==> src/design/pmiu_pkg.sv <==
// ----------------------------------------------------------------------------
// pmiu_pkg
// Widths, layout codes, status codes and shared types of the packed matrix
// index unpacker.
// ----------------------------------------------------------------------------
package pmiu_pkg;

   localparam int ROW_W      = 6;
   localparam int WEIGHT_W   = 32;
   localparam int FMT_W      = 4;
   localparam int COUNT_W    = 12;
   localparam int STATUS_W   = 2;
   localparam int CSR_IDX_W  = 1;
   localparam int CSR_DATA_W = 6;

   localparam logic [FMT_W-1:0] FMT_FULL_MATRIX    = 4'd0;
   localparam logic [FMT_W-1:0] FMT_UPPER_ROW      = 4'd1;
   localparam logic [FMT_W-1:0] FMT_LOWER_ROW      = 4'd2;
   localparam logic [FMT_W-1:0] FMT_UPPER_DIAG_ROW = 4'd3;
   localparam logic [FMT_W-1:0] FMT_LOWER_DIAG_ROW = 4'd4;
   localparam logic [FMT_W-1:0] FMT_UPPER_COL      = 4'd5;
   localparam logic [FMT_W-1:0] FMT_LOWER_COL      = 4'd6;
   localparam logic [FMT_W-1:0] FMT_UPPER_DIAG_COL = 4'd7;
   localparam logic [FMT_W-1:0] FMT_LOWER_DIAG_COL = 4'd8;

   localparam logic [STATUS_W-1:0] STATUS_ENTRY  = 2'd0;
   localparam logic [STATUS_W-1:0] STATUS_EXCESS = 2'd1;
   localparam logic [STATUS_W-1:0] STATUS_SHORT  = 2'd2;

   localparam logic [CSR_IDX_W-1:0] CSR_MATRIX_FORMAT = 1'd0;
   localparam logic [CSR_IDX_W-1:0] CSR_NODE_COUNT    = 1'd1;

   typedef struct packed {
      logic [FMT_W-1:0]   fmt;
      logic [ROW_W-1:0]   dim;
      logic [COUNT_W-1:0] expect_count;
      logic               lacks_diag;
      logic               restart;
      logic [ROW_W-1:0]   row_start;
      logic [ROW_W-1:0]   col_start;
   } cfg_type;

endpackage

==> src/design/pmiu_req_if.sv <==
// ----------------------------------------------------------------------------
// pmiu_req_if
// Weight channel: valid/ready handshake with one packed-stream weight.
// ----------------------------------------------------------------------------
interface pmiu_req_if;
   import pmiu_pkg::*;

   logic                       valid;
   logic                       ready;
   logic signed [WEIGHT_W-1:0] edge_weight;
   logic                       final_weight;

   modport source (output valid, output edge_weight, output final_weight, input ready);
   modport sink   (input valid, input edge_weight, input final_weight, output ready);
endinterface

==> src/design/pmiu_rsp_if.sv <==
// ----------------------------------------------------------------------------
// pmiu_rsp_if
// Result channel: valid/ready handshake with one matrix entry or flag.
// ----------------------------------------------------------------------------
interface pmiu_rsp_if;
   import pmiu_pkg::*;

   logic                       valid;
   logic                       ready;
   logic [ROW_W-1:0]           row;
   logic [ROW_W-1:0]           col;
   logic signed [WEIGHT_W-1:0] value;
   logic [STATUS_W-1:0]        status;
   logic                       last_of_run;

   modport source (output valid, output row, output col, output value, output status,
                   output last_of_run, input ready);
   modport sink   (input valid, input row, input col, input value, input status,
                   input last_of_run, output ready);
endinterface

==> src/design/pmiu_cfg.sv <==
// ----------------------------------------------------------------------------
// pmiu_cfg
// Layout and dimension registers, with the derived matrix dimension,
// expected weight count and start position of the layout.
// ----------------------------------------------------------------------------
module pmiu_cfg #(
   parameter int MAX_NODES = 63
) (
   input  logic                             clock,
   input  logic                             reset,
   input  logic                             csr_wr_en,
   input  logic [pmiu_pkg::CSR_IDX_W-1:0]   csr_index,
   input  logic [pmiu_pkg::CSR_DATA_W-1:0]  csr_wdata,
   output pmiu_pkg::cfg_type                cfg
);
   import pmiu_pkg::*;

   localparam logic [ROW_W-1:0] MAX_DIM = ROW_W'(MAX_NODES);

   logic [FMT_W-1:0]   fmt_ff, fmt_in;
   logic [ROW_W-1:0]   nodes_ff, nodes_in;
   logic [ROW_W-1:0]   dim;
   logic [COUNT_W-1:0] dim_w;
   logic [COUNT_W-1:0] prod_sq, prod_lo, prod_hi;

   always_comb begin
      fmt_in   = fmt_ff;
      nodes_in = nodes_ff;
      if (csr_wr_en) begin
         unique case (csr_index)
            CSR_MATRIX_FORMAT: fmt_in   = csr_wdata[FMT_W-1:0];
            CSR_NODE_COUNT:    nodes_in = csr_wdata[ROW_W-1:0];
            default:           ;
         endcase
      end
   end

   always_ff @(posedge clock) begin
      if (reset) begin
         fmt_ff   <= FMT_FULL_MATRIX;
         nodes_ff <= ROW_W'(1);
      end else begin
         fmt_ff   <= fmt_in;
         nodes_ff <= nodes_in;
      end
   end

   always_comb begin
      if (nodes_ff == '0) begin
         dim = ROW_W'(1);
      end else if (nodes_ff > MAX_DIM) begin
         dim = MAX_DIM;
      end else begin
         dim = nodes_ff;
      end
      dim_w   = COUNT_W'(dim);
      prod_sq = dim_w * dim_w;
      prod_lo = dim_w * (dim_w - COUNT_W'(1));
      prod_hi = dim_w * (dim_w + COUNT_W'(1));
   end

   always_comb begin
      cfg.fmt        = fmt_ff;
      cfg.dim        = dim;
      cfg.restart    = csr_wr_en;
      cfg.lacks_diag = 1'b0;
      unique case (fmt_ff)
         FMT_FULL_MATRIX:
            cfg.expect_count = prod_sq;
         FMT_UPPER_ROW, FMT_LOWER_ROW, FMT_UPPER_COL, FMT_LOWER_COL: begin
            cfg.expect_count = prod_lo >> 1;
            cfg.lacks_diag   = 1'b1;
         end
         FMT_UPPER_DIAG_ROW, FMT_LOWER_DIAG_ROW, FMT_UPPER_DIAG_COL, FMT_LOWER_DIAG_COL:
            cfg.expect_count = prod_hi >> 1;
         default:
            cfg.expect_count = '0;
      endcase
      // start position follows the format in effect after this cycle
      cfg.row_start = ((fmt_in == FMT_LOWER_ROW) || (fmt_in == FMT_LOWER_COL))
                      ? ROW_W'(1) : '0;
      cfg.col_start = ((fmt_in == FMT_UPPER_ROW) || (fmt_in == FMT_UPPER_COL))
                      ? ROW_W'(1) : '0;
   end

endmodule

==> src/design/pmiu_engine.sv <==
// ----------------------------------------------------------------------------
// pmiu_engine
// Input register, position counters, diagonal fill sequencer and result
// register of the packed matrix index unpacker.
// ----------------------------------------------------------------------------
module pmiu_engine (
   input  logic              clock,
   input  logic              reset,
   input  pmiu_pkg::cfg_type cfg,
   pmiu_req_if.sink          req_chan,
   pmiu_rsp_if.source        rsp_chan
);
   import pmiu_pkg::*;

   typedef enum logic [1:0] {
      PH_PRIMARY,
      PH_SHORT,
      PH_FILL
   } phase_type;

   phase_type                  phase_ff;
   logic [ROW_W-1:0]           fill_idx_ff;
   logic                       s1_valid_ff;
   logic signed [WEIGHT_W-1:0] s1_weight_ff;
   logic                       s1_final_ff;
   logic [ROW_W-1:0]           row_ff, col_ff;
   logic [COUNT_W-1:0]         taken_ff;
   logic                       excess_ff;
   logic                       out_valid_ff;
   logic [ROW_W-1:0]           out_row_ff, out_col_ff;
   logic signed [WEIGHT_W-1:0] out_value_ff;
   logic [STATUS_W-1:0]        out_status_ff;
   logic                       out_last_ff;

   logic                       out_free, out_load, item_done, s1_done, stream_end;
   logic                       under, short_end, fill_end, fill_last;
   logic [COUNT_W-1:0]         taken_inc;
   logic [ROW_W:0]             r7, c7, n7, r_adv, c_adv;
   logic [ROW_W-1:0]           res_row, res_col;
   logic signed [WEIGHT_W-1:0] res_value;
   logic [STATUS_W-1:0]        res_status;
   logic                       res_last;

   // advance the position along the layout
   always_comb begin
      r7    = {1'b0, row_ff};
      c7    = {1'b0, col_ff};
      n7    = {1'b0, cfg.dim};
      r_adv = r7;
      c_adv = c7;
      unique case (cfg.fmt)
         FMT_FULL_MATRIX: begin
            c_adv = c7 + 7'd1;
            if (c_adv >= n7) begin
               c_adv = '0;
               r_adv = r7 + 7'd1;
            end
         end
         FMT_UPPER_ROW: begin
            c_adv = c7 + 7'd1;
            if (c_adv >= n7) begin
               r_adv = r7 + 7'd1;
               c_adv = r_adv + 7'd1;
            end
         end
         FMT_LOWER_ROW: begin
            c_adv = c7 + 7'd1;
            if (c_adv >= r7) begin
               r_adv = r7 + 7'd1;
               c_adv = '0;
            end
         end
         FMT_UPPER_DIAG_ROW: begin
            c_adv = c7 + 7'd1;
            if (c_adv >= n7) begin
               r_adv = r7 + 7'd1;
               c_adv = r_adv;
            end
         end
         FMT_LOWER_DIAG_ROW: begin
            c_adv = c7 + 7'd1;
            if (c_adv > r7) begin
               r_adv = r7 + 7'd1;
               c_adv = '0;
            end
         end
         FMT_UPPER_COL: begin
            r_adv = r7 + 7'd1;
            if (r_adv >= c7) begin
               c_adv = c7 + 7'd1;
               r_adv = '0;
            end
         end
         FMT_LOWER_COL: begin
            r_adv = r7 + 7'd1;
            if (r_adv >= n7) begin
               c_adv = c7 + 7'd1;
               r_adv = c_adv + 7'd1;
            end
         end
         FMT_UPPER_DIAG_COL: begin
            r_adv = r7 + 7'd1;
            if (r_adv > c7) begin
               c_adv = c7 + 7'd1;
               r_adv = '0;
            end
         end
         FMT_LOWER_DIAG_COL: begin
            r_adv = r7 + 7'd1;
            if (r_adv >= n7) begin
               c_adv = c7 + 7'd1;
               r_adv = c_adv;
            end
         end
         default: ;
      endcase
   end

   always_comb begin
      under     = taken_ff < cfg.expect_count;
      taken_inc = taken_ff + COUNT_W'(1);
      short_end = s1_final_ff && under && (taken_inc < cfg.expect_count);
      fill_end  = s1_final_ff && under && !short_end && !excess_ff && cfg.lacks_diag;
      fill_last = fill_idx_ff == (cfg.dim - ROW_W'(1));

      res_row    = '0;
      res_col    = '0;
      res_value  = '0;
      res_status = STATUS_ENTRY;
      res_last   = 1'b1;
      item_done  = 1'b1;
      unique case (phase_ff)
         PH_PRIMARY: begin
            if (under) begin
               res_row   = row_ff;
               res_col   = col_ff;
               res_value = s1_weight_ff;
            end else begin
               res_status = STATUS_EXCESS;
            end
            res_last  = !(short_end || fill_end);
            item_done = res_last;
         end
         PH_SHORT: begin
            res_status = STATUS_SHORT;
         end
         PH_FILL: begin
            res_row   = fill_idx_ff;
            res_col   = fill_idx_ff;
            res_last  = fill_last;
            item_done = fill_last;
         end
         default: ;
      endcase

      out_free   = !out_valid_ff || rsp_chan.ready;
      out_load   = s1_valid_ff && out_free;
      s1_done    = out_load && item_done;
      stream_end = s1_done && s1_final_ff;
   end

   assign req_chan.ready = !s1_valid_ff || s1_done;

   always_ff @(posedge clock) begin
      if (reset) begin
         phase_ff      <= PH_PRIMARY;
         fill_idx_ff   <= '0;
         s1_valid_ff   <= 1'b0;
         s1_weight_ff  <= '0;
         s1_final_ff   <= 1'b0;
         row_ff        <= '0;
         col_ff        <= '0;
         taken_ff      <= '0;
         excess_ff     <= 1'b0;
         out_valid_ff  <= 1'b0;
         out_row_ff    <= '0;
         out_col_ff    <= '0;
         out_value_ff  <= '0;
         out_status_ff <= STATUS_ENTRY;
         out_last_ff   <= 1'b0;
      end else begin
         if (req_chan.valid && req_chan.ready) begin
            s1_valid_ff  <= 1'b1;
            s1_weight_ff <= req_chan.edge_weight;
            s1_final_ff  <= req_chan.final_weight;
         end else if (s1_done) begin
            s1_valid_ff <= 1'b0;
         end

         if (out_load) begin
            out_valid_ff  <= 1'b1;
            out_row_ff    <= res_row;
            out_col_ff    <= res_col;
            out_value_ff  <= res_value;
            out_status_ff <= res_status;
            out_last_ff   <= res_last;
         end else if (rsp_chan.ready) begin
            out_valid_ff <= 1'b0;
         end

         // restart the stream on any csr write or after the final result of a matrix
         if (cfg.restart || stream_end) begin
            row_ff    <= cfg.row_start;
            col_ff    <= cfg.col_start;
            taken_ff  <= '0;
            excess_ff <= 1'b0;
         end else if (out_load && (phase_ff == PH_PRIMARY)) begin
            if (under) begin
               row_ff   <= r_adv[ROW_W-1:0];
               col_ff   <= c_adv[ROW_W-1:0];
               taken_ff <= taken_inc;
            end else begin
               excess_ff <= 1'b1;
            end
         end

         if (cfg.restart) begin
            phase_ff <= PH_PRIMARY;
         end else if (out_load) begin
            unique case (phase_ff)
               PH_PRIMARY: begin
                  if (short_end) begin
                     phase_ff <= PH_SHORT;
                  end else if (fill_end) begin
                     phase_ff    <= PH_FILL;
                     fill_idx_ff <= '0;
                  end
               end
               PH_SHORT: begin
                  phase_ff <= PH_PRIMARY;
               end
               PH_FILL: begin
                  fill_idx_ff <= fill_idx_ff + ROW_W'(1);
                  if (fill_last) begin
                     phase_ff <= PH_PRIMARY;
                  end
               end
               default: ;
            endcase
         end
      end
   end

   assign rsp_chan.valid       = out_valid_ff;
   assign rsp_chan.row         = out_row_ff;
   assign rsp_chan.col         = out_col_ff;
   assign rsp_chan.value       = out_value_ff;
   assign rsp_chan.status      = out_status_ff;
   assign rsp_chan.last_of_run = out_last_ff;

endmodule

==> src/design/packed_matrix_index_unpacker_core.sv <==
// ----------------------------------------------------------------------------
// packed_matrix_index_unpacker_core
// Maps a stream of packed edge weights in one of nine explicit matrix
// layouts onto matrix coordinates, flags excess and short streams, and fills
// the zero diagonal after a complete triangle without one.
// ----------------------------------------------------------------------------
// Each weight transaction yields one result, passed from the input register
// to the result register; a new weight is taken every cycle while results
// drain. A final weight ending a short stream adds one flag result, one
// completing a triangle without diagonal adds dim diagonal results. Results
// leave the single result register one per cycle while rsp_chan is ready,
// and the final weight holds the input until the last is loaded. Write the csr
// registers only while the block is idle; any write restarts the stream.
module packed_matrix_index_unpacker_core #(
   parameter int MAX_NODES = 63
) (
   input  logic                             clock,
   input  logic                             reset,
   input  logic                             csr_wr_en,
   input  logic [pmiu_pkg::CSR_IDX_W-1:0]   csr_index,
   input  logic [pmiu_pkg::CSR_DATA_W-1:0]  csr_wdata,
   pmiu_req_if.sink                         req_chan,
   pmiu_rsp_if.source                       rsp_chan
);
   import pmiu_pkg::*;

   cfg_type cfg;

   pmiu_cfg #(
      .MAX_NODES (MAX_NODES)
   ) u_cfg (
      .clock     (clock),
      .reset     (reset),
      .csr_wr_en (csr_wr_en),
      .csr_index (csr_index),
      .csr_wdata (csr_wdata),
      .cfg       (cfg)
   );

   pmiu_engine u_engine (
      .clock    (clock),
      .reset    (reset),
      .cfg      (cfg),
      .req_chan (req_chan),
      .rsp_chan (rsp_chan)
   );

endmodule
==> src/flat_wrapper.sv <==
// flat-port wrapper written by rule: the top's interface ports become plain ports
module packed_matrix_index_unpacker_core_flat import pmiu_pkg::*;
#(
   parameter int MAX_NODES = 63
)
  (clock, reset, csr_wr_en, csr_index, csr_wdata, req_chan_valid, req_chan_edge_weight, req_chan_final_weight, req_chan_ready, rsp_chan_valid, rsp_chan_row, rsp_chan_col, rsp_chan_value, rsp_chan_status, rsp_chan_last_of_run, rsp_chan_ready);
  pmiu_req_if req_chan_i ();
  pmiu_rsp_if rsp_chan_i ();
  input  logic clock;
  input  logic reset;
  input  logic csr_wr_en;
  input  logic [pmiu_pkg::CSR_IDX_W-1:0] csr_index;
  input  logic [pmiu_pkg::CSR_DATA_W-1:0] csr_wdata;
  input wire logic [$bits(req_chan_i.valid)-1:0] req_chan_valid;
  input wire logic [$bits(req_chan_i.edge_weight)-1:0] req_chan_edge_weight;
  input wire logic [$bits(req_chan_i.final_weight)-1:0] req_chan_final_weight;
  output wire logic [$bits(req_chan_i.ready)-1:0] req_chan_ready;
  output wire logic [$bits(rsp_chan_i.valid)-1:0] rsp_chan_valid;
  output wire logic [$bits(rsp_chan_i.row)-1:0] rsp_chan_row;
  output wire logic [$bits(rsp_chan_i.col)-1:0] rsp_chan_col;
  output wire logic [$bits(rsp_chan_i.value)-1:0] rsp_chan_value;
  output wire logic [$bits(rsp_chan_i.status)-1:0] rsp_chan_status;
  output wire logic [$bits(rsp_chan_i.last_of_run)-1:0] rsp_chan_last_of_run;
  input wire logic [$bits(rsp_chan_i.ready)-1:0] rsp_chan_ready;
  assign req_chan_i.valid = req_chan_valid;
  assign req_chan_i.edge_weight = req_chan_edge_weight;
  assign req_chan_i.final_weight = req_chan_final_weight;
  assign req_chan_ready = req_chan_i.ready;
  assign rsp_chan_valid = rsp_chan_i.valid;
  assign rsp_chan_row = rsp_chan_i.row;
  assign rsp_chan_col = rsp_chan_i.col;
  assign rsp_chan_value = rsp_chan_i.value;
  assign rsp_chan_status = rsp_chan_i.status;
  assign rsp_chan_last_of_run = rsp_chan_i.last_of_run;
  assign rsp_chan_i.ready = rsp_chan_ready;
  packed_matrix_index_unpacker_core #(.MAX_NODES(MAX_NODES)) u_core (.clock(clock), .reset(reset), .csr_wr_en(csr_wr_en), .csr_index(csr_index), .csr_wdata(csr_wdata), .req_chan(req_chan_i), .rsp_chan(rsp_chan_i));
endmodule
==> config.mk <==
export PLATFORM = sky130hd
export DESIGN_NAME = packed_matrix_index_unpacker_core_flat
export DESIGN_NICKNAME = d
export VERILOG_FILES = /design/src/design/pmiu_pkg.sv /design/src/design/pmiu_req_if.sv /design/src/design/pmiu_rsp_if.sv /design/src/design/pmiu_cfg.sv /design/src/design/pmiu_engine.sv /design/src/design/packed_matrix_index_unpacker_core.sv /design/src/flat_wrapper.sv
export SDC_FILE = /design/constraint.sdc
export NUM_CORES = 1
export LEC_CHECK = 0
export ABC_AREA = 1
export CELL_PAD_IN_SITES_DETAIL_PLACEMENT = 2
export CELL_PAD_IN_SITES_GLOBAL_PLACEMENT = 2
export CORE_MARGIN = 1
export CORE_UTILIZATION = 40
export CTS_CLUSTER_SIZE = 24
export DETAILED_ROUTE_END_ITERATION = 7
export DONT_BUFFER_PORTS = 1
export HOLD_SLACK_MARGIN = 0.03
export PLACE_DENSITY_LB_ADDON = 0.1
export SLEW_MARGIN = 20
export SYNTH_ARGS = -nofsm -noshare
export SYNTH_HDL_FRONTEND = slang
export SYNTH_SLANG_ARGS = --single-unit
==> constraint.sdc <==
create_clock -name clock -period 15.9 [get_ports clock]
set_clock_uncertainty 0.15 [all_clocks]
set_input_delay 3.975 -clock clock [delete_from_list [all_inputs] [get_ports clock]]
set_output_delay 3.975 -clock clock [all_outputs]
set_load 0.01 [all_outputs]
## Word level (Yosys, flattened, before mapping)

Cells that the tools add are included.

| storage, ports and cells | value |
|---|---|
| flip-flop bits (word level) | 125 |
| word-level logic and storage cells | 161 |

| operators by class | value |
|---|---|
| add/subtract/negate cells | 9 |
| multipliers | 3 |
| magnitude comparators | 9 |
| eq/ne operators | 25 |
| multiplexer cells | 51 |
| bitwise logic cells | 2 |
| reduce and logical (&&, ||, !) cells | 45 |

Operators with widths:

| operator | number |
|---|---|
| 6-bit 2-to-1 mux | 27 |
| 32-bit 2-to-1 mux | 2 |
| 6-bit one-hot mux with 8 select lines | 1 |
| 6-bit one-hot mux with 7 select lines | 1 |
| 12-bit one-hot mux with 3 select lines | 1 |
| 6-bit one-hot mux with 2 select lines | 3 |
| 7-bit by 6-bit >= comparator with 1-bit output | 4 |
| 4-bit by 3-bit == test with 1-bit output, second input constant | 6 |
| 12-bit < comparator | 2 |
| 6-bit by 1-bit adder with 7-bit output, second input constant | 3 |
| 6-bit by 1-bit adder with 6-bit output, second input constant | 3 |
| 3-bit inequality test, second input constant | 5 |
| 7-bit by 6-bit greater-than comparator with 1-bit output | 2 |
| 12-bit by 1-bit adder with 12-bit output, second input constant | 1 |
| 4-bit by 2-bit == test with 1-bit output, second input constant | 3 |
| 6-bit by 6-bit multiplier with 12-bit output | 1 |
| 6-bit by 7-bit multiplier with 12-bit output | 1 |
| 7-bit by 7-bit multiplier with 12-bit output | 1 |
| 6-bit AND reduction | 2 |
| 1-bit logical AND | 10 |
| 2-bit nonzero test | 5 |
| 9-bit nonzero test | 1 |
| 4-bit by 1-bit == test with 1-bit output, second input constant | 2 |
| 1-bit 2-to-1 mux | 8 |
| other kinds (28) | 49 |

## Logic depth before layout (Yosys ltp)

| logic depth | value |
|---|---|
| depth after elaboration | 21 |
| depth in mapped cells | 51 |
| depth with buffers taken out | 49 |

## Hierarchy

A second synthesis with hierarchy kept.

| unflattened totals | value |
|---|---|
| cell total of the unflattened synthesis | 1665 |
| area total of the unflattened synthesis | 11405.9 um^2 |

Modules (own cells, without submodules):

| module | instances | cells each | area an instance (um^2) | seq. area each (um^2) |
|---|---|---|---|---|
| pmiu_engine | 1 | 1064 | 7175.6 | 2302.2 |
| pmiu_cfg | 1 | 601 | 4230.3 | 200.2 |

## Worst setup path after synthesis

OpenSTA, ideal clock, no wires.

| path | value |
|---|---|
| path kind | flip-flop to output port |
| start point | reg u_core.u_cfg.nodes_ff[1] |
| end point | out req_chan_ready |
| data arrival time | 7.015 ns |
| required time | 11.775 ns |
| path slack | 4.760 ns |
| cell stages (with the launch flop) | 47 |
| path through | dfxtp_1 buf_4 inv_2 nand3_1 nand2_1 clkinv_1 ha_1 nand2_1 ha_1 inv_1 nand2_1 fa_1 fa_1 inv_1 fa_1 inv_1 fa_1 inv_1 [11 not listed] nor2_1 xor2_1 o22ai_1 nor2_1 ha_1 nand2_1 inv_1 a221oi_1 o21ai_0 a31oi_1 nand2_4 nor2_4 o21ai_2 nand2_2 nand2_2 nand2_2 nand2_2 buf_2 |

| between the ends | value |
|---|---|
| cells in the longest elaborated chain, start to end | 18 |
| elaborated cells between the ends (all ways) | 25 |
| those cells by class | 3 x add/sub; 3 x mul; 3 x order compare; 1 x eq/ne; 4 x mux; 11 x reduce/logical |

RTL lines:

| element | line | source |
|---|---|---|
| start, declared | pmiu_cfg.sv:21 | `logic [ROW_W-1:0] nodes_ff, nodes_in;` |
| start signal, assigned | pmiu_cfg.sv:44 | `nodes_ff <= nodes_in;` |
| 6-bit greater-than comparator | pmiu_cfg.sv:51 | `end else if (nodes_ff > MAX_DIM) begin` |
| 6-bit 2-to-1 mux | pmiu_cfg.sv:51 |  |
| 6-bit 2-to-1 mux * | pmiu_cfg.sv:49 | `if (nodes_ff == '0) begin` |
| 6-bit by 1-bit adder with 7-bit output / 6-bit by 1-bit subtractor with 7-bit output (equally long branches) | pmiu_cfg.sv:59, pmiu_cfg.sv:58 |  |
| 6-bit by 7-bit multiplier with 12-bit output / 7-bit by 7-bit multiplier with 12-bit output (equally long branches) | pmiu_cfg.sv:59, pmiu_cfg.sv:58 |  |
| 12-bit one-hot mux with 3 select lines | pmiu_cfg.sv:67 | `unique case (fmt_ff)` |
| 12-bit < comparator | pmiu_engine.sv:120 | `under = taken_ff < cfg.expect_count;` |
| 1-bit logical AND | pmiu_engine.sv:122, pmiu_engine.sv:123 |  |
| 1-bit logical AND | pmiu_engine.sv:122 | `short_end = s1_final_ff && under && (taken_inc < cfg.expect_count);` |
| 1-bit logical NOT | pmiu_engine.sv:123 | `fill_end = s1_final_ff && under && !short_end && !excess_ff && cfg.lacks_diag;` |
| 1-bit logical AND (3 in series) | pmiu_engine.sv:123 |  |
| 1-bit logical OR | pmiu_engine.sv:141 | `res_last = !(short_end \|\| fill_end);` |
| 1-bit logical NOT | pmiu_engine.sv:141 |  |
| 1-bit one-hot mux with 2 select lines * | pmiu_engine.sv:132 | `unique case (phase_ff)` |
| 1-bit logical AND * | pmiu_engine.sv:158 | `s1_done = out_load && item_done;` |
| 1-bit logical OR * | pmiu_engine.sv:162 | `assign req_chan.ready = !s1_valid_ff \|\| s1_done;` |
| end, declared | flat_wrapper.sv:17 | `output wire logic [$bits(req_chan_i.ready)-1:0] req_chan_ready;` |

Mark *: on every way between the ends. The rest lies on a longest branch, timed or not.

## Worst setup path after layout

Same ends and word-level chain as after synthesis.

==> metrics <==
Total Power Consumption around 0.0010 W; sequential cell area fraction in the yosys report 0.2322; DP Area approximately 11,000 µm²; number of buffers inserted to repair setup after CTS 0; I/O Pins 94; post-synthesis instance total roughly 1,500; Final Max Tran Viols 0; ratio of cells with drive above 1 in the final layout 0.05762; minimum setup slack after placement approximately 3.2 ns; number of nets at the end of the flow 1,723; Yosys cell types 51; critical setup path kind reg2out; remaining max-slew budget at the tightest pin 0.2970; final-report setup violation count 0; crit path launch type flop; drt first-iter violations 443; number of placement rows slightly below 60; final hold violation count 0; synth-to-layout area growth 7.128%; peak ir drop on the vdd network between 50 and 60 µV; Period Utilization, post-route 0.8503; number of flops mapped to enable cells by yosys 0; commonest non-fill, non-tap cells in the layout sky130_fd_sc_hd__nand2_1 (272), sky130_fd_sc_hd__inv_1 (250), sky130_fd_sc_hd__nor2_1 (188); delay of the slowest critical-path stage about 0.55 ns; total global-route track usage 0.2875; worst path arrival time 9.40 ns; total via count after detailed routing around 10,000; Root Buffer Master sky130_fd_sc_hd__clkbuf_16; via count of the first global-routing pass between 10,000 and 15,000; TritonCTS clock tree yes; global-route congestion overflow total 0; dominant synthesized flop cell sky130_fd_sc_hd__dfxtp_1; clock transition at the registers of the reported paths around 0.07 ns; DPL Wire Length 28.47 mm; number of storage elements in the synthesis netlist 125; placer congestion estimate 0.8686; average cell area after synthesis around 7 µm²; overall die height approximately 170 µm; Die W around 170 µm; Data required, critical path between 10 and 15 ns; RSZ-0062 raised after global routing no; vias per std cell ~5.5; number of levels in the clock H-tree 4; total number of yosys warnings 0; DR DRC count 4; CORE AREA 26,280 µm²; violations in the final reports DRC; count of inserted antenna diode cells 0; switching share of total power 0.3798; highest achievable clock rate between 70 and 80 MHz; cell-internal power between 0.0006 and 0.0007 W; proportion of synthesized flip-flops having asynchronous set or reset 0; detailed-route wire length roughly 39 mm; detail-routed net length per standard cell between 20 and 25 µm; Longest Clk Path Bufs 2; global-route wire length before repair around 63 mm; final std cell area, no fill approximately 12,000 µm²; clock net sink count between 100 and 150; hold-fix buffer count after cts 0; pin count of the biggest net entering global routing 68; combinational share of power 0.273; Critical Path End Type output port; total CTS buffers 17; sequential group share of total power 0.340; # port buffers 0; post-synthesis instance area 10,780 µm²; power spent charging and discharging nets approximately 0.0004 W; final total negative setup slack 0 ns; Clk network pwr share 0.386; Worst Tran Pin Value approximately 1.0 ns; maximum fanout count along the critical path 21; Pleak 5.537 nW; hold crit path type reg2reg; Antenna Nets Post-Route 0; most frequent standard cell in the layout excluding fill and tap cells sky130_fd_sc_hd__nand2_1; post-synth net total roughly 1,800; post_cts resized 0; initial cell density of the core 0.4101; total of max-cap violations 0; detailed-router iteration count before antenna repair 6; clock insertion delay at the later pin of the skew report approximately 0.43 ns; least setup slack across all paths after layout roughly 2.4 ns; clock period minus final worst setup slack between 10 and 15 ns; full die area between 20,000 and 30,000 µm²; Power Dens Cells 90.19 nW/µm²; number of antenna violations at the first check in global routing 0; outcome finished with violations; worst-path cell with the longest stage delay sky130_fd_sc_hd__nand2_1
[cells in the mapped netlist, types with 5 or more instances]
library cell / count / share of area
sky130_fd_sc_hd__nor3_1: 21 / 0.0098
sky130_fd_sc_hd__xor2_1: 26 / 0.021
sky130_fd_sc_hd__nand4_1: 12 / 0.0070
sky130_fd_sc_hd__clkbuf_1: 37 / 0.013
sky130_fd_sc_hd__buf_2: 15 / 0.0070
sky130_fd_sc_hd__nor2_2: 5 / 0.0029
sky130_fd_sc_hd__buf_1: 5 / 0.0017
sky130_fd_sc_hd__ha_1: 134 / 0.16
sky130_fd_sc_hd__nand2_1: 273 / 0.095
sky130_fd_sc_hd__o211ai_1: 5 / 0.0035
sky130_fd_sc_hd__fa_1: 47 / 0.087
sky130_fd_sc_hd__inv_1: 251 / 0.087
sky130_fd_sc_hd__dfxtp_1: 125 / 0.23
sky130_fd_sc_hd__o22ai_1: 7 / 0.0041
sky130_fd_sc_hd__xnor2_1: 11 / 0.0089
sky130_fd_sc_hd__a21oi_2: 20 / 0.016
sky130_fd_sc_hd__a21oi_1: 143 / 0.066
sky130_fd_sc_hd__nand3_1: 80 / 0.037
sky130_fd_sc_hd__nor2_1: 188 / 0.065
sky130_fd_sc_hd__o21ai_0: 63 / 0.029
sky130_fd_sc_hd__nand2_2: 8 / 0.0046
[per-stage QoR]
step,util,hold WS [ns],instances
finish,0.4393,0.3053,1845
global route,0.4393,0.3336,1845
CTS,0.4393,0.3121,1845
detailed placement,0.4166,0.3016,1813
global placement,0.4166,0.2928,1813
floorplan,-,0.2789,1535
[cell type report]
cell class              count  area (µm²)
multi-input cells        1094        7039
fillers                  3131       14730
clock inverters            15       172.7
clock buffers              17       425.4
flip-flops and latches    125        2502
inverters                 255       957.2
repair buffers              4       30.03
well taps                 335       419.2
[kinds of logic after synthesis]
logic type,Yosys count,synth area share
flops,125,0.2322
fa+ha+maj,181,0.2429
xor+xnor,37,0.03007
buf+inv,316,0.1149
simple gates,606,0.2371
compound gates,270,0.1429
[power groups by stage]
stage / logic, W / registers (W) / clock network, W
after floorplan: 0.000208 / 0.000351 / 0
after detailed placement: 0.000279 / 0.000360 / 0
after global routing: 0.000322 / 0.000356 / 0.000421
after global placement: 0.000261 / 0.000360 / 0
after CTS: 0.000288 / 0.000354 / 0.000408
final: 0.000285 / 0.000354 / 0.000402
[worst max-delay path: cells and delay by family, from the launching register on]
kind	cells	cell delay, ns
flip-flops	1	0.46
AND/OR/NAND/NOR	19	2.45
AO/OA/AOI/OAI	7	1.16
buffers and inverters	9	1.31
XOR/XNOR	1	0.17
adder cells (fa/ha/maj)	8	3.43
[worst paths after layout]
check,slack (ns),cells after the start,startpoint,end
min reg2reg,0.31,2,u_core.u_engine.s1_weight_ff[29],u_core.u_engine.rsp_chan.value[29]
max reg2reg,5.84,43,u_core.u_cfg.nodes_ff[1],u_core.u_engine.taken_ff[1]
max,2.38,44,u_core.u_cfg.nodes_ff[1],req_chan_ready
min,0.31,2,u_core.u_engine.s1_weight_ff[29],u_core.u_engine.rsp_chan.value[29]
[registers in the layout, summed over array words and instances (netlist names), 2 cells and up]
register and cells:
u_core.u_cfg.fmt_ff 4, u_core.u_cfg.nodes_ff 6, u_core.u_engine.col_ff 6, u_core.u_engine.fill_idx_ff 6
u_core.u_engine.phase_ff 2, u_core.u_engine.row_ff 6, u_core.u_engine.rsp_chan.col 6, u_core.u_engine.rsp_chan.row 6
u_core.u_engine.rsp_chan.status 2, u_core.u_engine.rsp_chan.value 32, u_core.u_engine.s1_weight_ff 32, u_core.u_engine.taken_ff 12
[metal layers]
layer	wire, µm	GRT usage
met1	16850	0.3461
met2	19300	0.5166
met3	1302	0.04790
met4	1051	0.09630
met5	0	0
Note: power is estimated with default switching activity, not from simulation.
